File: config.mk
export PLATFORM = sky130hd
export DESIGN_NAME = multi_lane_i2c_master_bit_engine
export DESIGN_NICKNAME = d
export VERILOG_FILES = /design/src/rtl/mli2c_pkg.sv /design/src/rtl/multi_lane_i2c_master_bit_engine.sv
export SDC_FILE = /design/constraint.sdc
export NUM_CORES = 1
export LEC_CHECK = 0
export BUFFER_PORTS_ARGS = -buffer_cell sky130_fd_sc_hd__buf_2
export CAP_MARGIN = 30
export CORE_UTILIZATION = 45
export CTS_BUF_LIST = sky130_fd_sc_hd__clkbuf_8
export CTS_CLUSTER_DIAMETER = 80
export CTS_CLUSTER_SIZE = 25
export DETAILED_ROUTE_END_ITERATION = 12
export PLACE_DENSITY_LB_ADDON = 0.25
export SYNTH_ARGS = -nofsm -noshare
export SYNTH_HDL_FRONTEND = slang
export SYNTH_SLANG_ARGS = --single-unit
export TNS_END_PERCENT = 100
File: constraint.sdc
create_clock -name clk_i -period 8 [get_ports clk_i]
set_input_delay 1.2 -clock clk_i [delete_from_list [all_inputs] [get_ports clk_i]]
set_output_delay 1.2 -clock clk_i [all_outputs]
set_load 0.01 [all_outputs]
File: src/rtl/mli2c_pkg.sv
`timescale 1ns / 1ps
`default_nettype none
// ----------------------------------------------------------------------------
// mli2c_pkg
// Types and constants of the multi-lane I2C master bit engine: request and
// response structs, command codes and lane helpers.
// ----------------------------------------------------------------------------
package mli2c_pkg;

  localparam int unsigned Lanes       = 5;
  localparam int unsigned SdaWidth    = 5;
  localparam int unsigned PhaseWidth  = 5;
  localparam logic [7:0]  BitMsb      = 8'h80;
  localparam logic [4:0]  PhaseAck    = 5'd18;
  localparam logic [3:0]  BitAck      = 4'd8;

  localparam logic [SdaWidth-1:0] AllLanes =
      SdaWidth'(((64'd1 << Lanes) - 64'd1) & ((64'd1 << SdaWidth) - 64'd1));

  typedef enum logic [2:0] {
    OpTick    = 3'd0,
    OpStart   = 3'd1,
    OpRestart = 3'd2,
    OpWrite   = 3'd3,
    OpRead    = 3'd4,
    OpStop    = 3'd5
  } op_e;

  typedef struct packed {
    logic [2:0] op;
    logic [7:0] data_byte;
    logic       ack_last;
    logic [2:0] lane;
    logic       sda_sample;
  } req_t;

  typedef struct packed {
    logic                scl_level;
    logic [SdaWidth-1:0] sda_levels;
    logic                lane_released;
    logic                busy_res;
    logic                done_res;
    logic [7:0]          rx_byte;
    logic                acked;
  } rsp_t;

  function automatic logic [SdaWidth-1:0] lane_mask(input logic [2:0] lane);
    logic [SdaWidth-1:0] m;
    m = '0;
    if ((32'(lane) < Lanes) && (32'(lane) < SdaWidth)) begin
      m[lane] = 1'b1;
    end
    return m;
  endfunction

  function automatic logic [SdaWidth-1:0] drive_lane(input logic [SdaWidth-1:0] sda,
                                                     input logic [SdaWidth-1:0] m,
                                                     input logic level);
    return level ? (sda | m) : (sda & ~m);
  endfunction

endpackage
`default_nettype wire

File: src/rtl/multi_lane_i2c_master_bit_engine.sv
`timescale 1ns / 1ps
`default_nettype none
// ----------------------------------------------------------------------------
// multi_lane_i2c_master_bit_engine
// I2C master with one shared SCL and several SDA lanes, advanced one
// half-bit phase per tick request.
// ----------------------------------------------------------------------------
// channel | direction | handshake                    | payload
// req     | in        | req_valid_i / req_ready_o    | req_i (req_t)
// rsp     | out       | rsp_valid_o / rsp_ready_i    | rsp_o (rsp_t)
//
// Every request yields one response, registered and presented in the cycle after it is accepted.
// One request per cycle while the response register is empty or being drained: the bus
// state updates in the accepting cycle and the response register loads in parallel.
// req_ready_o is high while the response register is empty or being drained.
// Reset puts SCL and all lanes high and the engine idle.
// ----------------------------------------------------------------------------
module multi_lane_i2c_master_bit_engine
  import mli2c_pkg::*;
(
  input  wire  clk_i,
  input  wire  rst_ni,
  input  wire  req_valid_i,
  output logic req_ready_o,
  input  req_t req_i,
  output logic rsp_valid_o,
  input  wire  rsp_ready_i,
  output rsp_t rsp_o
);

  logic [PhaseWidth-1:0] phase_q, phase_d;
  op_e                   cmd_q, cmd_d;
  logic [7:0]            shift_q, shift_d;
  logic [2:0]            lane_q, lane_d;
  logic                  nak_q, nak_d;
  logic                  scl_q, scl_d;
  logic [SdaWidth-1:0]   sda_q, sda_d;
  logic                  rel_q, rel_d;
  logic                  ack_q, ack_d;
  logic [7:0]            rx_q, rx_d;
  logic                  done;
  logic                  use_write;
  logic [PhaseWidth-1:0] q;
  logic [3:0]            k;
  logic [SdaWidth-1:0]   m;
  logic                  req_fire;
  logic                  rsp_valid_q;
  rsp_t                  rsp_q, rsp_d;

  assign req_ready_o = !rsp_valid_q || rsp_ready_i;
  assign req_fire    = req_valid_i && req_ready_o;
  assign rsp_valid_o = rsp_valid_q;
  assign rsp_o       = rsp_q;

  always_comb begin
    phase_d   = phase_q;
    cmd_d     = cmd_q;
    shift_d   = shift_q;
    lane_d    = lane_q;
    nak_d     = nak_q;
    scl_d     = scl_q;
    sda_d     = sda_q;
    rel_d     = rel_q;
    ack_d     = ack_q;
    rx_d      = rx_q;
    done      = 1'b0;
    use_write = 1'b0;
    q         = phase_q;
    k         = '0;
    m         = lane_mask(lane_q);
    if (req_i.op == OpTick) begin
      if (cmd_q != OpTick) begin
        phase_d = phase_q + 5'd1;
        unique case (cmd_q)
          OpStart: begin
            if (phase_q == '0) begin
              scl_d = 1'b0;
            end else begin
              use_write = 1'b1;
              q         = phase_q - 5'd1;
            end
          end
          OpRestart: begin
            if (phase_q == '0) begin
              sda_d = sda_q & ~AllLanes;
            end else if (phase_q == 5'd1) begin
              scl_d = 1'b0;
            end else begin
              use_write = 1'b1;
              q         = phase_q - 5'd2;
            end
          end
          OpWrite: begin
            use_write = 1'b1;
          end
          OpRead: begin
            k = q[4:1];
            if (q >= PhaseAck) begin
              scl_d   = 1'b0;
              sda_d   = drive_lane(sda_q, m, 1'b1);
              rx_d    = shift_q;
              cmd_d   = OpTick;
              phase_d = '0;
              done    = 1'b1;
            end else if (!q[0]) begin
              scl_d = 1'b0;
              if (k == BitAck) begin
                rel_d = 1'b0;
                sda_d = drive_lane(sda_q, m, nak_q);
              end
            end else begin
              scl_d = 1'b1;
              if (k < BitAck) begin
                shift_d = {shift_q[6:0], req_i.sda_sample};
              end
            end
          end
          OpStop: begin
            if (phase_q == '0) begin
              scl_d = 1'b1;
            end else if (phase_q == 5'd1) begin
              sda_d = sda_q | AllLanes;
            end else begin
              cmd_d   = OpTick;
              phase_d = '0;
              done    = 1'b1;
            end
          end
          default: begin
            cmd_d   = OpTick;
            phase_d = '0;
          end
        endcase
        if (use_write) begin
          k = q[4:1];
          if (q >= PhaseAck) begin
            scl_d   = 1'b0;
            rel_d   = 1'b0;
            cmd_d   = OpTick;
            phase_d = '0;
            done    = 1'b1;
          end else if (!q[0]) begin
            scl_d = 1'b0;
            if (k < BitAck) begin
              sda_d = drive_lane(sda_q, m, (shift_q & (BitMsb >> k[2:0])) != '0);
            end else begin
              sda_d = drive_lane(sda_q, m, 1'b1);
              rel_d = 1'b1;
            end
          end else begin
            scl_d = 1'b1;
            if (k == BitAck) begin
              ack_d = !req_i.sda_sample;
            end
          end
        end
      end
    end else if ((req_i.op <= OpStop) && (cmd_q == OpTick)) begin
      cmd_d   = op_e'(req_i.op);
      phase_d = '0;
      lane_d  = req_i.lane;
      nak_d   = req_i.ack_last;
      shift_d = req_i.data_byte;
      m       = lane_mask(req_i.lane);
      unique case (op_e'(req_i.op))
        OpStart, OpStop: begin
          sda_d = sda_q & ~AllLanes;
        end
        OpRestart: begin
          scl_d = 1'b1;
        end
        OpRead: begin
          shift_d = '0;
          sda_d   = drive_lane(sda_q, m, 1'b1);
          rel_d   = 1'b1;
        end
        default: begin
        end
      endcase
    end
  end

  always_comb begin
    rsp_d.scl_level     = scl_d;
    rsp_d.sda_levels    = sda_d;
    rsp_d.lane_released = rel_d;
    rsp_d.busy_res      = cmd_d != OpTick;
    rsp_d.done_res      = done;
    rsp_d.rx_byte       = rx_d;
    rsp_d.acked         = ack_d;
  end

  always_ff @(posedge clk_i or negedge rst_ni) begin
    if (!rst_ni) begin
      phase_q     <= '0;
      cmd_q       <= OpTick;
      shift_q     <= '0;
      lane_q      <= '0;
      nak_q       <= 1'b0;
      scl_q       <= 1'b1;
      sda_q       <= '1;
      rel_q       <= 1'b0;
      ack_q       <= 1'b0;
      rx_q        <= '0;
      rsp_valid_q <= 1'b0;
    end else begin
      if (req_fire) begin
        phase_q     <= phase_d;
        cmd_q       <= cmd_d;
        shift_q     <= shift_d;
        lane_q      <= lane_d;
        nak_q       <= nak_d;
        scl_q       <= scl_d;
        sda_q       <= sda_d;
        rel_q       <= rel_d;
        ack_q       <= ack_d;
        rx_q        <= rx_d;
        rsp_valid_q <= 1'b1;
      end else if (rsp_ready_i) begin
        rsp_valid_q <= 1'b0;
      end
    end
  end

  always_ff @(posedge clk_i) begin
    if (req_fire) begin
      rsp_q <= rsp_d;
    end
  end

endmodule
`default_nettype wire
Word level (Yosys, flattened, before mapping)

Cells that the tools add are included.

Add/subtract/negate cells: 3
Order comparisons: 11
Equal/unequal tests: 17
Shift operators: 1
Multiplexer cells: 105
Bitwise operators: 6
Reduce and logical (&&, ||, !) cells: 21

Operator list:

| cell                                                                                 | count |
|---|---|
| 5-bit 2-to-1 mux                                                                     | 32 |
| 8-bit 2-to-1 mux                                                                     | 12 |
| 1-bit 2-to-1 mux                                                                     | 43 |
| 5-bit one-hot mux with 3 select lines                                                | 2 |
| 3-bit 2-to-1 mux                                                                     | 8 |
| 5-bit one-hot mux with 2 select lines                                                | 2 |
| 3-bit == test (second input constant)                                                | 4 |
| 5-bit greater-or-equal comparator (second input constant)                            | 2 |
| 5-bit OR                                                                             | 2 |
| 3-bit by 2-bit == test with 1-bit output (second input constant)                     | 3 |
| 3-bit one-hot mux with 3 select lines                                                | 1 |
| 8-bit bitwise AND                                                                    | 1 |
| 4-bit == test (second input constant)                                                | 2 |
| 3-bit by 4-bit < comparator with 1-bit output (second input constant)                | 2 |
| 4-bit < comparator (second input constant)                                           | 2 |
| 8-bit nonzero test                                                                   | 1 |
| 8-bit by 3-bit right shift with 8-bit output (first input constant)                  | 1 |
| 7-bit AND reduction                                                                  | 1 |
| 1-bit demux with 3-bit select                                                        | 2 |
| 3-bit by 1-bit == test with 1-bit output (second input constant)                     | 2 |
| 3-bit by 1-bit greater-or-equal comparator with 1-bit output (second input constant) | 2 |
| 3-bit logical NOT                                                                    | 2 |
| 3-bit < comparator (second input constant)                                           | 2 |
| 2-bit by 1-bit inequality test with 1-bit output (second input constant)             | 3 |
| 22 further kinds                                                                     | 30 |

Register bits: 55
Input port bits: 20
Word-level logic and storage cells: 182

Depth between registers and ports, before layout

Depth in word-level cells: 17
Gate-level depth with buffers: 13

Least setup slack after synthesis

No wires, ideal clock.

Path type: reg-to-reg
From: reg phase_q[0]
To: reg rsp_q, in the netlist rsp_o[14], data pin
Setup time: 259 ps
Data arrival time: 2864 ps
Required time: 7741 ps
Setup slack: 4877 ps
Stages on the path, launching flop included: 14
Buffers on the path: 3
Clock period less this slack: 3123 ps
Cell sequence: dfrtp_1 clkbuf_1 inv_1 ha_1 or4b_1 buf_2 a21o_1 o221a_1 buf_6 and3_4 a32o_1 o32ai_1 a21oi_1 or2_1

RTL lines:

| what                     | RTL line                                | text |
|---|---|---|
| start: declaration       | multi_lane_i2c_master_bit_engine.sv:31  | `logic [PhaseWidth-1:0] phase_q, phase_d;` |
| start signal: assignment | multi_lane_i2c_master_bit_engine.sv:208 | `phase_q <= phase_d;` |
| end signal: assignment   | multi_lane_i2c_master_bit_engine.sv:227 | `rsp_q <= rsp_d;` |
| end: declaration         | multi_lane_i2c_master_bit_engine.sv:48  | `rsp_t rsp_q, rsp_d;` |

==> metrics.txt <==
unrepaired setup endpoints after global routing=false; most frequent cells in the layout=nand2_1 (46), buf_2 (39), a21oi_1 (33), dfrtp_1 (31), nor2_1 (25); Avg WL per Cell=18.2 um; worst slew pin tran=0.867 ns; worst r2r src=phase_q[0]$_DFFE_PN0P_; Root Buffer=clkbuf_8; core footprint=7850 um^2; layout cells sized above 1=0.204; FP Rows=32; IO Port Bufs=39; Hold WC Path Type=register to register; drt initial violations=411; XOR/XNOR Fraction of Synth Area=0.00706; synthesized area=roughly 3700 um^2; CTS tree=built; min cycle time layout=3.66 ns; largest net degree at the start of global routing=38; post-DR vias/cell=~6.3; met2 Track Usage GR=0.377; most frequent cell on the critical path=nand2_1; max cap viols=0; Reg clk slew, reported paths=0.10 ns; initial antenna violation count=0; # setup viols final=0; adder-cell share of the synthesized area=0.0269; I/O Pins=40; Post-synth ARST share=0.673; Worst Setup Slack, final=4.34 ns; Pins Over Slew Limit=0; most common cell after layout, fill and taps aside=nand2_1; Compound-Gate Fraction of Synth Area=0.265; multi-input logic area=between 2000 and 2500 um^2; routability cong.=0.926; die area=8640 um^2; worst hold endpoint=rx_q[7]$_DFFE_PN0P_; drt drc=0; reg2reg end=rsp_o[15]$_DFFE_PP_; hold-fix buffers at CTS=0; outcome=finished, final reports clean; routing usage on met3=0.0337; Most Used Layer, Global Route=met2; postcts setup bufs=0; diode count=0; nets=between 400 and 500; final hold vios=0; Seq/Total Area, Yosys=0.396; critical path class=register to register; maximum clock insertion buffer count=2; post-route ant nets=0; Worst path slowest cell=or4b_1; Avg Cell Area, Syn=9.19 um^2; Sequential Area=1470 um^2; ys flop type=dfrtp_1; Clk Latency, worst-skew pair=0.32 ns; R2R Setup Slk=around 4.3 ns; All-Layer GR Usage=0.235; fin crit share=0.457; routing usage on met1=0.334; CP endpoint kind=register; hpwl dp=about 7 mm; Synth Register Bits=55; Cells on Worst Hold Path=2; Static Leak=approximately 1.6 nW; R2R depth=10; yosys warns=0; Filler Cells Inserted=754; Gate Count Post-Synth=405; initial core utilization=0.474; P&R area growth vs syn=9.55%; CP cell instances=inv_1 > ha_1 > or4b_1 > nand2_1 > o221a_1 > mux2i_1 > a22oi_1 > nand2_1 > a41oi_1 > a21o_1; overall via count from detail_route=3372; Die X=92.9 um; CP max FO=14; setup TNS=0 ns; Gates resized, CTS repair=0; post-synthesis mux area share=0.0615; pre-CTS setup slack=approximately 4.4 ns; drt first pass iters=6; cts bufs inserted=5; DRT Wirelength=slightly below 10 mm; Rel. slew slack=0.422; hold wc startpoint=rx_q[7]$_DFFE_PN0P_; number of synthesized flops with an enable pin=18; H-tree level count=2; simple-gate portion of the synthesized area=0.205; Pwr Total=between 1 and 1.5 mW; global-route wire length before repair=roughly 16 mm; power per cell area=298 nW/um^2; grt ovf=0; DIE HEIGHT=92.9 um; VDD IR max=0.108 mV; CP startpoint kind=register; slowest stage delay, CP=a little over 0.6 ns; CP required=8.07 ns; largest family of logic cells by synthesized area=compound AO/OA/AOI/OAI gates; clk_skew=0.00819 ns; post-synth cell types=77; syn nets=between 400 and 500; Worst EP arrival=3.73 ns; CTS Sinks=55; vias in the first global route=approximately 3100; achievable clock frequency=around 270 MHz
-- worst max-delay path by stage --
| stage | endpoint | from | slack (ns) | cells past startpoint |
|---|---|---|---|---|
| floorplan | rsp_o[14]$_DFFE_PP_ | phase_q[0]$_DFFE_PN0P_ | 4.88 | 13 |
| global placement | rsp_o[15]$_DFFE_PP_ | phase_q[0]$_DFFE_PN0P_ | 4.48 | 10 |
| detailed placement | rsp_o[15]$_DFFE_PP_ | phase_q[0]$_DFFE_PN0P_ | 4.42 | 10 |
| CTS | rsp_o[15]$_DFFE_PP_ | phase_q[0]$_DFFE_PN0P_ | 4.41 | 10 |
| global route | rsp_o[15]$_DFFE_PP_ | phase_q[0]$_DFFE_PN0P_ | 4.11 | 10 |
| finish | rsp_o[15]$_DFFE_PP_ | phase_q[0]$_DFFE_PN0P_ | 4.34 | 10 |
-- cell usage after synthesis (all sizes together) (3+ instances only) --
cell type | n | area (um^2)
ha | 8 | 100
a21o | 5 | 38.8
nand4 | 4 | 25.0
a32o | 3 | 30.0
nor2b | 4 | 25.0
nor3 | 19 | 95.1
a21oi | 35 | 190
nand2 | 47 | 179
nand3b | 3 | 22.5
a211o | 5 | 43.8
dfrtp | 31 | 776
inv | 12 | 45.0
nor2 | 25 | 93.8
a31oi | 6 | 43.8
a22oi | 13 | 97.6
mux2i | 6 | 60.1
clkbuf | 18 | 67.6
buf | 6 | 32.5
o21ai | 19 | 98.9
nor3b | 8 | 65.1
nand3 | 13 | 65.1
or3 | 4 | 25.0
a211oi | 8 | 60.1
o31ai | 5 | 37.5
or2 | 3 | 18.8
edfxtp | 18 | 541
mux2 | 15 | 169
o32ai | 5 | 58.8
dfstp | 6 | 158
nand2b | 7 | 43.8
-- worst max-delay path, delay by kind of cell, from the launching register on --
| kind | cells | cell delay [ns] |
|---|---|---|
| muxes | 1 | 0.34 |
| and+or+nand+nor | 3 | 0.94 |
| buffers and inverters | 1 | 0.22 |
| DFF | 1 | 0.57 |
| adders and majority gates | 1 | 0.25 |
| AOI/OAI and AO/OA | 4 | 1.08 |
-- state kept, by name, indices dropped and copies added (netlist names) --
signal / cells
nak_q: 1
cmd_q: 3
rx_q: 8
phase_q: 5
rel_q: 1
sda_q: 5
ack_q: 1
scl_q: 1
rsp_valid_o: 1
lane_q: 3
shift_q: 8
rsp_o: 18
-- kinds of logic after synthesis --
family                   count (synthesis)
adder cells (fa/ha/maj)                  8
AND/OR/NAND/NOR                        150
flip-flops                              55
AO/OA/AOI/OAI                          132
XOR/XNOR                                 3
buffers and inverters                   36
multiplexers                            21
-- stage by stage --
step | utilization | hold slack (ns) | area [um^2] | cells
2_1_floorplan | - | 0.440 | 3720 | 405
3_3_place_gp | 0.505 | 0.452 | 3970 | 525
3_5_place_dp | 0.505 | 0.460 | 3970 | 525
4_1_cts | 0.519 | 0.484 | 4080 | 533
5_1_grt | 0.519 | 0.503 | 4080 | 533
6_report | 0.519 | 0.480 | 4080 | 533
-- routing by layer --
layer	up-vias	routed length [um]
met2	143	4630
li1	1582	-
met1	1636	4430
met3	11	517
met4	0	101
met5	-	0
-- report_power, final --
group          internal [mW]  leakage (nW)  total (mW)  switching (mW)
Clock                 0.0923        0.0556       0.187          0.0945
Combinational          0.220         0.959       0.585           0.365
Sequential             0.360         0.623       0.442          0.0812
Total                  0.672          1.64        1.21           0.541
-- cell type report --
class / count / share of cell area
multi-input combinational: 314 / 0.516
tap: 102 / 0.0313
inverter: 12 / 0.0110
clock inverter: 3 / 0.0101
timing repair buffer: 42 / 0.0534
sequential: 55 / 0.362
clock buffer: 5 / 0.0169
(Power assumes the default switching activity.)
